==> src/hdl/rtwc_pkg.sv <==
// route time window check: shared types and constants
// no dependencies, imported by rtwc_stop_eval and route_time_window_check
package rtwc_pkg;

   localparam int TIME_INT_BITS  = 16;
   localparam int TIME_FRAC_BITS = 8;
   localparam int TIME_W         = TIME_INT_BITS + TIME_FRAC_BITS;
   localparam int LOAD_W         = 16;
   localparam int REM_W          = LOAD_W + 1;
   localparam int CSR_IDX_W      = 1;
   localparam int CSR_DATA_W     = TIME_W;
   localparam int REQ_DATA_W     = 5 * TIME_W + LOAD_W;
   localparam int RSP_DATA_W     = 32;

   localparam logic [LOAD_W-1:0] CAPACITY_RESET  = LOAD_W'(200);
   localparam logic [TIME_W-1:0] DEPOT_DUE_RESET = '1;

   typedef enum logic [CSR_IDX_W-1:0] {
      CSR_VEHICLE_CAPACITY = 1'b0,
      CSR_DEPOT_DUE_TIME   = 1'b1
   } csr_reg_type;

   typedef struct packed {
      logic [TIME_W-1:0] travel_time;
      logic [TIME_W-1:0] ready_time;
      logic [TIME_W-1:0] service_time;
      logic [TIME_W-1:0] due_time;
      logic [LOAD_W-1:0] stop_demand;
      logic [TIME_W-1:0] return_time;
      logic              first_stop;
      logic              last_stop;
   } stop_type;

   typedef struct packed {
      logic              feasible;
      logic [TIME_W-1:0] route_time;
   } result_type;

   typedef struct packed {
      logic [LOAD_W-1:0] vehicle_capacity;
      logic [TIME_W-1:0] depot_due_time;
   } cfg_type;

endpackage

==> src/hdl/route_time_window_check.sv <==
// route time window check top level: input register, stop evaluation, result register
// depends on rtwc_pkg and rtwc_stop_eval
//
//  channel | dir | beat contents
//  req_    | in  | one route stop, tuser = first stop, tlast = last stop
//  rsp_    | out | one route verdict per last stop
//  csr_    | in  | register write, 0 capacity, 1 depot due time
//
// one stop per cycle unless a last stop waits, verdict via the input register, then the result register
// the running time and load loop is combinational and closes through the state registers
// synchronous reset clears route state, valids and restores register defaults
// a last stop waits in the input register only while a verdict is held unclaimed
module route_time_window_check (
   input  logic                                clock,
   input  logic                                reset,
   input  logic                                req_tvalid,
   output logic                                req_tready,
   // travel_time, ready_time, service_time, due_time, stop_demand, return_time
   input  logic [rtwc_pkg::REQ_DATA_W-1:0]     req_tdata,
   // first_stop
   input  logic                                req_tuser,
   input  logic                                req_tlast,
   output logic                                rsp_tvalid,
   input  logic                                rsp_tready,
   // feasible, route_time, zero fill
   output logic [rtwc_pkg::RSP_DATA_W-1:0]     rsp_tdata,
   input  logic                                csr_we,
   input  logic [rtwc_pkg::CSR_IDX_W-1:0]      csr_index,
   input  logic [rtwc_pkg::CSR_DATA_W-1:0]     csr_wdata
);
   import rtwc_pkg::*;

   cfg_type    cfg_ff, cfg_in;
   logic       in_vld_ff, in_vld_in;
   stop_type   in_ff, in_in;
   logic       out_vld_ff, out_vld_in;
   result_type out_ff, out_in;
   result_type result;
   stop_type   req_stop;
   logic       accept;
   logic       advance;

   assign req_stop.travel_time  = req_tdata[TIME_W-1:0];
   assign req_stop.ready_time   = req_tdata[2*TIME_W-1:TIME_W];
   assign req_stop.service_time = req_tdata[3*TIME_W-1:2*TIME_W];
   assign req_stop.due_time     = req_tdata[4*TIME_W-1:3*TIME_W];
   assign req_stop.stop_demand  = req_tdata[4*TIME_W+LOAD_W-1:4*TIME_W];
   assign req_stop.return_time  = req_tdata[5*TIME_W+LOAD_W-1:4*TIME_W+LOAD_W];
   assign req_stop.first_stop   = req_tuser;
   assign req_stop.last_stop    = req_tlast;

   assign advance    = in_vld_ff && (!in_ff.last_stop || !out_vld_ff || rsp_tready);
   assign req_tready = !in_vld_ff || advance;
   assign accept     = req_tvalid && req_tready;

   rtwc_stop_eval u_stop_eval (
      .clock    (clock),
      .reset    (reset),
      .stop_vld (advance),
      .stop     (in_ff),
      .cfg      (cfg_ff),
      .result   (result)
   );

   always_comb begin
      cfg_in = cfg_ff;
      if (csr_we) begin
         unique case (csr_reg_type'(csr_index))
            CSR_VEHICLE_CAPACITY: cfg_in.vehicle_capacity = csr_wdata[LOAD_W-1:0];
            CSR_DEPOT_DUE_TIME:   cfg_in.depot_due_time   = csr_wdata[TIME_W-1:0];
            default:              cfg_in = cfg_ff;
         endcase
      end

      in_in     = accept ? req_stop : in_ff;
      in_vld_in = accept ? 1'b1 : (advance ? 1'b0 : in_vld_ff);

      out_in     = out_ff;
      out_vld_in = out_vld_ff;
      if (advance && in_ff.last_stop) begin
         out_in     = result;
         out_vld_in = 1'b1;
      end else if (rsp_tready) begin
         out_vld_in = 1'b0;
      end
   end

   always_ff @(posedge clock) begin
      if (reset) begin
         cfg_ff.vehicle_capacity <= CAPACITY_RESET;
         cfg_ff.depot_due_time   <= DEPOT_DUE_RESET;
         in_vld_ff               <= 1'b0;
         out_vld_ff              <= 1'b0;
      end else begin
         cfg_ff     <= cfg_in;
         in_vld_ff  <= in_vld_in;
         out_vld_ff <= out_vld_in;
      end
      in_ff  <= in_in;
      out_ff <= out_in;
   end

   assign rsp_tvalid = out_vld_ff;
   assign rsp_tdata  = {{(RSP_DATA_W-TIME_W-1){1'b0}}, out_ff.route_time, out_ff.feasible};

   a_infeasible_zero_time: assert property (@(posedge clock) disable iff (reset)
      (out_vld_ff && !out_ff.feasible) |-> (out_ff.route_time == '0))
      else $error("infeasible verdict carries a route time");

   a_stall_cause: assert property (@(posedge clock) disable iff (reset)
      !req_tready |-> (in_vld_ff && in_ff.last_stop && out_vld_ff && !rsp_tready))
      else $error("input stalled without a blocked verdict");

   a_verdict_from_last: assert property (@(posedge clock) disable iff (reset)
      (out_vld_ff && rsp_tready && !(in_vld_ff && in_ff.last_stop)) |=> !out_vld_ff)
      else $error("verdict produced without a last stop");

endmodule

==> src/hdl/rtwc_stop_eval.sv <==
// route time window check: per-stop evaluation and route state registers
// depends on rtwc_pkg
module rtwc_stop_eval (
   input  logic               clock,
   input  logic               reset,
   input  logic               stop_vld,
   input  rtwc_pkg::stop_type stop,
   input  rtwc_pkg::cfg_type  cfg,
   output rtwc_pkg::result_type result
);
   import rtwc_pkg::*;

   logic [TIME_W-1:0]       elapsed_ff, elapsed_in;
   logic signed [REM_W-1:0] load_ff, load_in;
   logic                    failed_ff, failed_in;

   logic [TIME_W-1:0]       elapsed_base;
   logic signed [REM_W-1:0] load_base;
   logic                    failed_base;
   logic signed [REM_W:0]   load_diff;
   logic signed [REM_W-1:0] load_next;
   logic [TIME_W:0]         arrive_sum;
   logic [TIME_W-1:0]       arrive;
   logic [TIME_W-1:0]       start;
   logic [TIME_W:0]         finish_sum;
   logic [TIME_W-1:0]       finish;
   logic [TIME_W:0]         back_sum;
   logic                    fail_stop;
   logic                    fail_route;

   always_comb begin
      elapsed_base = stop.first_stop ? '0 : elapsed_ff;
      load_base    = stop.first_stop ? $signed({1'b0, cfg.vehicle_capacity}) : load_ff;
      failed_base  = stop.first_stop ? 1'b0 : failed_ff;

      // load saturates at the most negative value
      load_diff = {load_base[REM_W-1], load_base} - $signed({2'b00, stop.stop_demand});
      if (load_diff[REM_W] != load_diff[REM_W-1]) begin
         load_next = {1'b1, {(REM_W-1){1'b0}}};
      end else begin
         load_next = load_diff[REM_W-1:0];
      end

      arrive_sum = {1'b0, elapsed_base} + {1'b0, stop.travel_time};
      arrive     = arrive_sum[TIME_W] ? '1 : arrive_sum[TIME_W-1:0];
      start      = (arrive < stop.ready_time) ? stop.ready_time : arrive;
      finish_sum = {1'b0, start} + {1'b0, stop.service_time};
      finish     = finish_sum[TIME_W] ? '1 : finish_sum[TIME_W-1:0];
      back_sum   = {1'b0, finish} + {1'b0, stop.return_time};

      fail_stop  = failed_base | (finish > stop.due_time) | load_next[REM_W-1];
      fail_route = fail_stop | (back_sum > {1'b0, cfg.depot_due_time});

      result.feasible   = ~fail_route;
      result.route_time = fail_route ? '0 : finish;

      elapsed_in = elapsed_ff;
      load_in    = load_ff;
      failed_in  = failed_ff;
      if (stop_vld) begin
         elapsed_in = finish;
         load_in    = load_next;
         failed_in  = stop.last_stop ? fail_route : fail_stop;
      end
   end

   always_ff @(posedge clock) begin
      if (reset) begin
         elapsed_ff <= '0;
         load_ff    <= '0;
         failed_ff  <= 1'b0;
      end else begin
         elapsed_ff <= elapsed_in;
         load_ff    <= load_in;
         failed_ff  <= failed_in;
      end
   end

   a_fail_sticky: assert property (@(posedge clock) disable iff (reset)
      (failed_ff && !(stop_vld && stop.first_stop)) |=> failed_ff)
      else $error("failure mark cleared without a route start");

   a_short_load_fails: assert property (@(posedge clock) disable iff (reset)
      (stop_vld && load_next[REM_W-1]) |=> failed_ff)
      else $error("negative load did not mark the route failed");

endmodule
==> config.mk <==
export PLATFORM = sky130hd
export DESIGN_NAME = route_time_window_check
export DESIGN_NICKNAME = d
export VERILOG_FILES = /design/src/hdl/rtwc_pkg.sv /design/src/hdl/route_time_window_check.sv /design/src/hdl/rtwc_stop_eval.sv
export SDC_FILE = /design/constraint.sdc
export NUM_CORES = 1
export LEC_CHECK = 0
export ABC_AREA = 1
export BUFFER_PORTS_ARGS = -buffer_cell sky130_fd_sc_hd__buf_2
export CORE_ASPECT_RATIO = 0.6
export CORE_MARGIN = 1.5
export CORE_UTILIZATION = 39
export CTS_BUF_LIST = sky130_fd_sc_hd__clkbuf_2
export DETAILED_ROUTE_END_ITERATION = 8
export PLACE_DENSITY = 0.56
export SYNTH_ARGS = -nofsm -noshare
export SYNTH_HDL_FRONTEND = slang
export SYNTH_SLANG_ARGS = --single-unit
==> constraint.sdc <==
create_clock -name clock -period 16.9 [get_ports clock]
set_input_delay 0.845 -clock clock [delete_from_list [all_inputs] [get_ports clock]]
set_output_delay 0.845 -clock clock [all_outputs]
set_load 0.02 [all_outputs]
# Word level (Yosys, flattened, before mapping)
# Cells that the tools add are included.
totals:
  ff_bits: 247
  input_bits: 168
  out_inout_bits: 34
  word_cells: 55
classes:
  n_addsub: 4
  magnitude_cmp: 3
  eq_ne: 1
  mux: 12
  bitwise: 5
  n_reduce_logical: 13
ops:
  columns: ["op", "n"]
  rows:
  - ["24-bit two-way mux", 4]
  - ["24-bit by 24-bit adder with 25-bit output", 3]
  - ["17-bit two-way mux", 2]
  - ["25-bit by 24-bit greater-than comparator with 1-bit output", 1]
  - ["24-bit greater-than comparator", 1]
  - ["24-bit < comparator", 1]
  - ["17-bit by 17-bit subtractor with 18-bit output", 1]
  - ["1-bit two-way mux", 6]
  - ["2-bit AND reduction", 2]
  - ["2-bit nonzero test", 2]
  - ["1-bit logical AND", 3]
  - ["1-bit zero test", 3]
  - ["1-bit logical OR", 3]
  - ["1-bit bitwise OR", 3]
  - ["1-bit inverter", 2]
  - ["1-bit != test", 1]

# Logic depth before layout (Yosys ltp)
# Gate-level depths: netlist of run 1.
logic_depth:
  ltp_word: 12
  depth_mapped: 62
  depth_no_buf: 60

# By module
# A second synthesis of run 1 with hierarchy kept.
hier_totals:
  cells_unflattened: 1805
  area_unflattened_um2: 15132.0
by_module_without_submodules:
  columns: ["module", "n_inst", "cells_each", "area_per_inst_um2"]
  rows:
  - ["rtwc_stop_eval", 1, 1441, 8668.3]
  - ["route_time_window_check", 1, 364, 6463.7]

# Worst setup path after synthesis of run 1
# OpenSTA, ideal clock, no wires.
synth_timing:
  path_type: "register to register"
  from: "register in_ff[1] (netlist name)"
  to: "register out_ff (netlist bit rsp_tdata[23]) (data pin)"
  setup_time_ns: 0.257
  t_arrival_ns: 8.274
  t_required_ns: 16.643
  setup_slack_ns: 8.369
  path_stages_with_launch: 56
  synth_period_minus_slack_ns: 8.531
  path_cell_list: "edfxtp_1 -> clkbuf_1 -> buf_1 -> nor2_1 -> ha_1 -> fa_1 -> nand2_1 -> o21ai_1 -> nand3_1 -> nand2_1 -> a21oi_1 -> o21ai_0 -> nand2_1 -> nand2_1 -> a21oi_1 -> o21ai_0 -> ha_1 -> nand4_1 -> [20 not listed] -> nand3_1 -> o2111ai_2 -> nand2_1 -> nand2_1 -> nand2_1 -> nand2_1 -> xor2_1 -> ha_1 -> nand2_1 -> inv_1 -> nand3_1 -> nor3b_1 -> nand2_1 -> nand2_1 -> nand2_1 -> nand3_2 -> buf_4 -> nor2_1"
synth_between:
  elab_chain_cells: 11
  elab_cells_between_ends: 18
synth_rtl:
  columns: ["item", "line_no", "rtl"]
  rows:
  - ["start, declared", "route_time_window_check.sv:35", "stop_type in_ff, in_in;"]
  - ["start signal, assigned", "route_time_window_check.sv:99", "in_ff <= in_in;"]
  - ["24-bit two-way mux (*)", "rtwc_stop_eval.sv:32", "elapsed_base = stop.first_stop ? '0 : elapsed_ff;"]
  - ["24-bit by 24-bit adder with 25-bit output (*)", "rtwc_stop_eval.sv:44", "arrive_sum = {1'b0, elapsed_base} + {1'b0, stop.travel_time};"]
  - ["24-bit two-way mux (*)", "rtwc_stop_eval.sv:45", "arrive = arrive_sum[TIME_W] ? '1 : arrive_sum[TIME_W-1:0];"]
  - ["24-bit < comparator", "rtwc_stop_eval.sv:46", "start = (arrive < stop.ready_time) ? stop.ready_time : arrive;"]
  - ["24-bit two-way mux (*)", "rtwc_stop_eval.sv:46", null]
  - ["24-bit by 24-bit adder with 25-bit output (*)", "rtwc_stop_eval.sv:47", "finish_sum = {1'b0, start} + {1'b0, stop.service_time};"]
  - ["24-bit two-way mux (*)", "rtwc_stop_eval.sv:48", "finish = finish_sum[TIME_W] ? '1 : finish_sum[TIME_W-1:0];"]
  - ["via u_stop_eval.finish[0]", "rtwc_stop_eval.sv:26", "logic [TIME_W-1:0] finish;"]
  - ["branches (longest 3 deep; another with 24-bit by 24-bit adder with 25-bit output)", null, null]
  - ["1-bit bitwise OR (*)", "rtwc_stop_eval.sv:52", "fail_route = fail_stop | (back_sum > {1'b0, cfg.depot_due_time});"]
  - ["end signal, assigned", "route_time_window_check.sv:100", "out_ff <= out_in;"]
  - ["end, declared", "route_time_window_check.sv:37", "result_type out_ff, out_in;"]
# Mark *: on every way through the listed nets, which the timed path passes.
# A chain may end at the register's enable or synchronous reset.

# Worst setup path after layout of run 1
layout_timing:
  from: "register in_ff[1] (netlist name)"
  to: "register out_ff (netlist bit rsp_tdata[19]) (data pin)"
# The elaborated chain is that of the path after synthesis.

==> results of run 1 <==
==> state kept, by name (all words and copies together) (netlist names) <==
name and flops:
u_stop_eval.elapsed_ff 24, in_vld_ff 1, u_stop_eval.failed_ff 1, in_ff 138, u_stop_eval.load_ff 17, rsp_tdata 25, cfg_ff 40, rsp_tvalid 1
==> critical path: cells and delay by family (launching register included) <==
family,cells,cell delay (ns)
compound gates,13,2.67
simple gates,26,4.40
fa+ha+maj,6,2.07
buf+inv,4,1.42
flops,1,0.64
==> cell usage after synthesis (all sizes together), types with 10 or more instances <==
cell type,number,share of area
clkbuf,26,0.0065
or2,14,0.0058
o21bai,10,0.0050
o211ai,30,0.015
nand4,15,0.0062
a21oi,178,0.060
nand2,375,0.095
xor2,32,0.019
dfxtp,84,0.11
edfxtp,163,0.33
ha,161,0.13
o21ai,105,0.035
inv,241,0.060
nand3,92,0.031
nor2,160,0.040
buf,19,0.0086
==> through the flow <==
step	util	total power, W	std cells	setup WS, ns	cell area, um^2
after global placement	0.4352	0.001884	2451	6.184	16470
after detailed placement	0.4352	0.001891	2451	5.806	16470
final	0.4860	0.002394	2691	5.539	18390
after CTS	0.4837	0.002389	2681	5.799	18310
after floorplan	-	0.001529	1784	8.369	15040
after global routing	0.4860	0.002587	2691	4.431	18390
==> where the power goes <==
group,internal (W),total (W),switching [W]
clock network,0.000196,0.000465,0.000269
registers,0.000684,0.000705,0.0000203
logic,0.000419,0.00122,0.000806
==> kinds of logic (layout without fill, tap and decap cells) <==
kind of cell / count (synthesis) / after routing
fa+ha+maj: 165 / 165
simple gates: 673 / 673
other cells: 1 / 9
flops: 247 / 247
xor+xnor: 41 / 41
buf+inv: 289 / 681
compound gates: 362 / 362
==> timing repair <==
action                    in CTS  in global routing
hold endpoints to repair     120                  8
setup buffers                  0                  0
hold buffers                 120                  8
==> layout by cell type (no fill, tap or decap), types with 2 or more instances in the layout <==
cell	Yosys	layout
a211oi_1	4	4
a21boi_1	2	2
a21o_1	7	7
a21oi_1	175	174
a21oi_2	3	4
a31o_2	2	2
a31oi_1	7	7
buf_2	4	194
buf_4	10	5
bufinv_16	0	4
clkbuf_2	0	82
clkinv_1	3	19
clkinv_2	0	7
conb_1	1	7
dfxtp_1	84	84
diode_2	0	2
dlygate4sd3_1	0	128
edfxtp_1	163	163
fa_1	4	4
ha_1	161	161
inv_1	241	239
nand2_1	372	372
nand2_4	2	2
nand3_1	90	90
nand3_2	2	2
nand4_1	15	15
nor2_1	159	159
nor3_1	8	8
nor4_1	5	5
o2111ai_1	2	2
o211a_1	2	2
o211ai_1	30	30
o21a_1	4	4
o21ai_0	101	101
o21ai_1	3	3
o21bai_1	10	10
or2_1	3	3
or2_2	11	11
xnor2_1	9	9
xor2_1	32	32
==> worst paths after layout <==
| path | to | slack (ns) | cells after the start | from |
|---|---|---|---|---|
| min reg2reg | u_stop_eval.load_ff[3] | 0.47 | 2 | u_stop_eval.load_ff[3] |
| max reg2reg | rsp_tdata[19] | 5.54 | 49 | in_ff[1] |
| max | rsp_tdata[19] | 5.54 | 49 | in_ff[1] |
| min | in_ff[126] | 0.11 | 1 | req_tdata[12] |
==> metal layers <==
metal,up-vias,track usage
met5,-,0
met4,0,0.05241
met1,6238,0.3753
met3,58,0.06272
li1,6736,-
met2,433,0.3189
==> final cells by class <==
type,count,area (um^2),area share
repair buffers,327,2290,0.1245
well taps,513,641.9,0.03490
clock buffers,82,410.4,0.02231
clock inverters,28,224.0,0.01218
inverters,244,920.9,0.05006
flip-flops and latches,247,6576,0.3575
diodes,2,5.005,0.0002721
multi-input cells,1248,7326,0.3983
==> run_results.csv, run 1 <==
group,metric,value,unit
synthesis,synth_seq_cells,247,
pwr,ir_worst_vdd,0.00006417,V
synthesis,synth_xor_area_frac,0.02391,
synthesis,synthAdderAreaFrac,0.1395,
floorplan,ioPinCount,202,
synthesis,synth_area,15020,um^2
placed_design,gp_congestion,0.9142,
hold_path,hold_path_class,"input pin to flip-flop",
cts,clk_latency,0.96,ns
cts,clk_pin_slew,0.11,ns
route,wl_per_cell,17.97,um
synthesis,synth.distinct_cells,54,
sta,clock_skew,0.05775,ns
sta,whs,0.1125,ns
synthesis,synth_mux_area_frac,0,
sta,clock.fmax,88.02,MHz
grt,grt_pass1_vias,12590,
synthesis,synth-simple-area-share,0.1855,
pwr,power-per-cell-area,130.2,nW/um^2
grt,antenna_found_initial,4,
critical_path,worstSetupEndpointType,"flip-flop",
placed_design,port_buffers,194,
synthesis,synth_seq_area_share,0.4379,
pwr,leakagePower,8.797,nW
synthesis,netlist_instances,1778,
sta,relSlewSlack,0.2327,
floorplan,start_util,0.3968,
critical_path,arrival,12.12,ns
floorplan,die_y,155.0,um
sta,rsz0062_at_grt,"no",
cts,cts_buffer_depth,3,
sta,tightest_slew,1.150,ns
floorplan,core_area,37850,um^2
layout,num-fill-cells,3742,
cts,numCtsBuffers,59,
grt,grt.overflow.total,0,
sta,final_max_slew_viol_count,0,
route,drtIter0Drc,1208,
critical_path,cp-start-kind,"flip-flop",
synthesis,synthFlopType,"edfxtp_1",
route,vias,13470,
sta,hold_viol_final,0,
cts,cts.sink_count,247,
synthesis,synth_compound_area_frac,0.1369,
synthesis,synth_edf_count,163,
floorplan,die_w,256.3,um
floorplan,core.rowCount,55,
route,wl_met1,25.18,mm
grt,grt_pass1_wl,72.31,mm
floorplan,dieArea,39730,um^2
layout,final_nets,2460,
critical_path,cpPeakStageDelay,0.64,ns
synthesis,synth_top_family_by_area,"simple AND/OR/NAND/NOR gates",
sta,finalCriticalPeriod,11.36,ns
route,drt-total-wl,48.36,mm
route,ant_nets,0,
status,status,"finished clean",
grt,gr-usage-all-layers,0.2388,
placed_design,place_hpwl,37.07,mm
critical_path,crit_top_cell,"nand2_1",
critical_path,path_class,"flip-flop to flip-flop",
cts,cts_htree_levels,2,
synthesis,synth_warnings,0,
critical_path,crit_required,17.66,ns
layout,drive_above_1_share,0.1480,
flow_run,maxCapViolations,0,
sta,setup_viol_count_final,0,
synthesis,synth_area_per_cell,8.447,um^2
route,via_per_inst,5.004,
grt,grt_max_degree,76,
critical_path,crit_slowest_cell,"edfxtp_1",
cts,cts_resized,0,
cts,clockRootBuffer,"clkbuf_2",
layout,area_growth_syn_to_layout,22.48,%
synthesis,ys_async_sr_fraction,0,
route,wl_met3,3.954,mm
route,dr.pass1.iters,5,
cts,cts_tree,"built",
route,routed.top_layer,"met4",
sta,finalCritPeriodShare,0.6722,
route,drt_drc_violations_left,0,
critical_path,crit_fanout,26,
route,routed-wl-met2,18.48,mm
sta,fin_setup_tns,0,ns
Power figures use the tool's default switching activity.
==> run 2, diff against run 1 <==
- PLACE_DENSITY: 0.56 -> 0.58
- clock period: 16.9 -> 9.54 ns (I/O delays scaled with it)
==> run 2 against run 1 <==
Non-clock buffer count grew 91. First-iteration DRC count grew 19%. Combinational power rose by 95%. Design area up 5.1%. Clock power increased by 68%. Maximum frequency up 27%. Routed wire length is 3.2% higher. Critical path depth is 1 lower. Utilization grew 2.5 points. Via count rose by 4.2%. Setup slack got worse by 5.0 ns. Largest power group unchanged. Final cell count up 3.5%.
==> run_results.csv, run 2 (synthesized netlist as in run 1, its figures left out) <==
group,metric,value,unit
pwr,leakagePower,9.239,nW
layout,postLayoutCellArea,19340,um^2
sta,hold_viol_final,0,
cts,numCtsBuffers,59,
grt,grt_max_degree,71,
route,drt_drc_violations_left,0,
critical_path,cp-start-kind,"flip-flop",
route,vias,14030,
floorplan,dieArea,39730,um^2
pwr,ir_worst_vdd,0.0001431,V
floorplan,start_util,0.3968,
floorplan,core_area,37850,um^2
critical_path,cpPeakStageDelay,0.41,ns
critical_path,crit_top_cell,"nand2_1",
critical_path,arrival,9.76,ns
placed_design,dpl_worst_slack,-0.03646,ns
route,ant_nets,0,
hold_path,min-delay-start,"req_tdata[28]",
sta,clock_skew,0.08278,ns
hold_path,holdPathEnd,"in_ff[94]",
route,wl_per_cell,17.93,um
layout,fin_util,0.5109,
route,drtIter0Drc,1436,
sta,setup_ws,0.5682,ns
cts,cts_buffer_depth,3,
critical_path,crit_fanout,31,
placed_design,gp_congestion,1.026,
layout,largest_reg_flops,138,
layout,drive_above_1_share,0.1749,
route,dr.pass1.iters,5,
critical_path,reg2reg_depth,48,
route,drt-total-wl,49.92,mm
sta,clock.fmax,111.5,MHz
critical_path,reg2reg_slack,0.57,ns
layout,final_cell_mix,"370 x nand2_1, 240 x inv_1, 194 x buf_2",
sta,whs,0.1868,ns
sta,finalCritPeriodShare,0.9404,
floorplan,core.rowCount,55,
cts,cts.sink_count,247,
cts,cts_tree,"built",
critical_path,crit_required,10.33,ns
critical_path,cp_num_buf_inv,7,
layout,final_nets,2552,
flow_run,maxCapViolations,0,
floorplan,ioPinCount,202,
status,status,"finished clean",
critical_path,path_class,"flip-flop to flip-flop",
grt,grt_pass1_vias,13210,
hold_path,hold_path_depth,2,
layout,layout_commonest_cell,"nand2_1",
placed_design,port_buffers,194,
critical_path,worst_r2r_endpoint,"u_stop_eval.failed_ff",
cts,clk_pin_slew,0.12,ns
sta,tightest_slew,1.100,ns
critical_path,crit_slowest_cell,"fa_1",
sta,setup_viol_count_final,0,
layout,area_growth_syn_to_layout,28.75,%
cts,clockRootBuffer,"clkbuf_2",
floorplan,die_y,155.0,um
critical_path,cp-startpoint,"in_ff[1]",
critical_path,critical_path.top_delay_family,"simple AND/OR/NAND/NOR gates",
hold_path,hold_path_class,"input pin to flip-flop",
grt,grt_pass1_wl,74.23,mm
floorplan,die_w,256.3,um
grt,grt.overflow.total,0,
route,via_per_inst,5.039,
grt,gr-usage-all-layers,0.2448,
placed_design,placed_cell_area,16830,um^2
pwr,power-per-cell-area,228.0,nW/um^2
layout,top_register,"in_ff",
grt,antenna_found_initial,2,
critical_path,rr_startpoint,"in_ff[1]",
cts,cts_htree_levels,2,
sta,final_max_slew_viol_count,0,
sta,relSlewSlack,0.2658,
cts,clk_latency,1.00,ns
critical_path,worstSetupEndpointType,"flip-flop",
sta,finalCriticalPeriod,8.972,ns
placed_design,place_hpwl,37.60,mm
run 2: report_power, final:
group	internal, W	leakage (nW)	switching, W
Sequential	0.00121	2.24	0.0000374
Clock	0.000300	0.438	0.000480
Combinational	0.000900	6.56	0.00148
Total	0.00241	9.24	0.00200
run 2: final cells by class:
class                   count  area [um^2]
inverters                 244        920.9
clock buffers              85        425.4
repair buffers            418         3109
multi-input cells        1249         7492
well taps                 513        641.9
clock inverters            27        167.7
flip-flops and latches    247         6576
diodes                      1        2.502
fillers                  3679        18510
run 2: how the worst max path moves through the flow:
stage	endpoint	slack [ns]	cells past startpoint
6_report	u_stop_eval.failed_ff	0.57	48
5_1_grt	rsp_tdata[19]	-0.02	55
4_1_cts	rsp_tdata[19]	0.09	50
3_5_place_dp	rsp_tdata[19]	-0.04	50
3_3_place_gp	rsp_tdata[24]	-0.04	51
2_1_floorplan	rsp_tdata[23]	1.01	55
run 2: metrics by stage:
| step | setup TNS (ns) | total power, W | instances |
|---|---|---|---|
| 2_1_floorplan | 0 | 0.002708 | 1784 |
| 3_3_place_gp | -0.6294 | 0.003452 | 2495 |
| 3_5_place_dp | -0.1886 | 0.003471 | 2495 |
| 4_1_cts | 0 | 0.004328 | 2778 |
| 5_1_grt | -0.01958 | 0.004743 | 2784 |
| 6_report | 0 | 0.004408 | 2784 |
run 2: repair_timing:
action	4_1_cts	5_1_grt
hold buffers	171	0
endpoints found under the setup margin	26	26
endpoints found under the hold margin	197	0
pin swaps	0	9
resized for setup	2	37
gates cloned	0	1
setup buffers	0	4
run 2: routing by layer:
layer  global-route usage  vias up  wire (um)
li1                     -     6937          -
met1               0.3758     6490      24570
met2               0.3302      531      19440
met3              0.07103       71       5098
met4              0.05833        0        817
met5                    0        -          0
run 2: worst register-to-register path: cells and delay by family (launching register included):
| kind | cells | cell delay [ns] |
|---|---|---|
| AOI/OAI and AO/OA | 12 | 2.05 |
| and+or+nand+nor | 22 | 3.01 |
| buffers and inverters | 7 | 1.17 |
| adders and majority gates | 6 | 2.02 |
| xor gates and xnor gates | 1 | 0.18 |
| DFF | 1 | 0.38 |
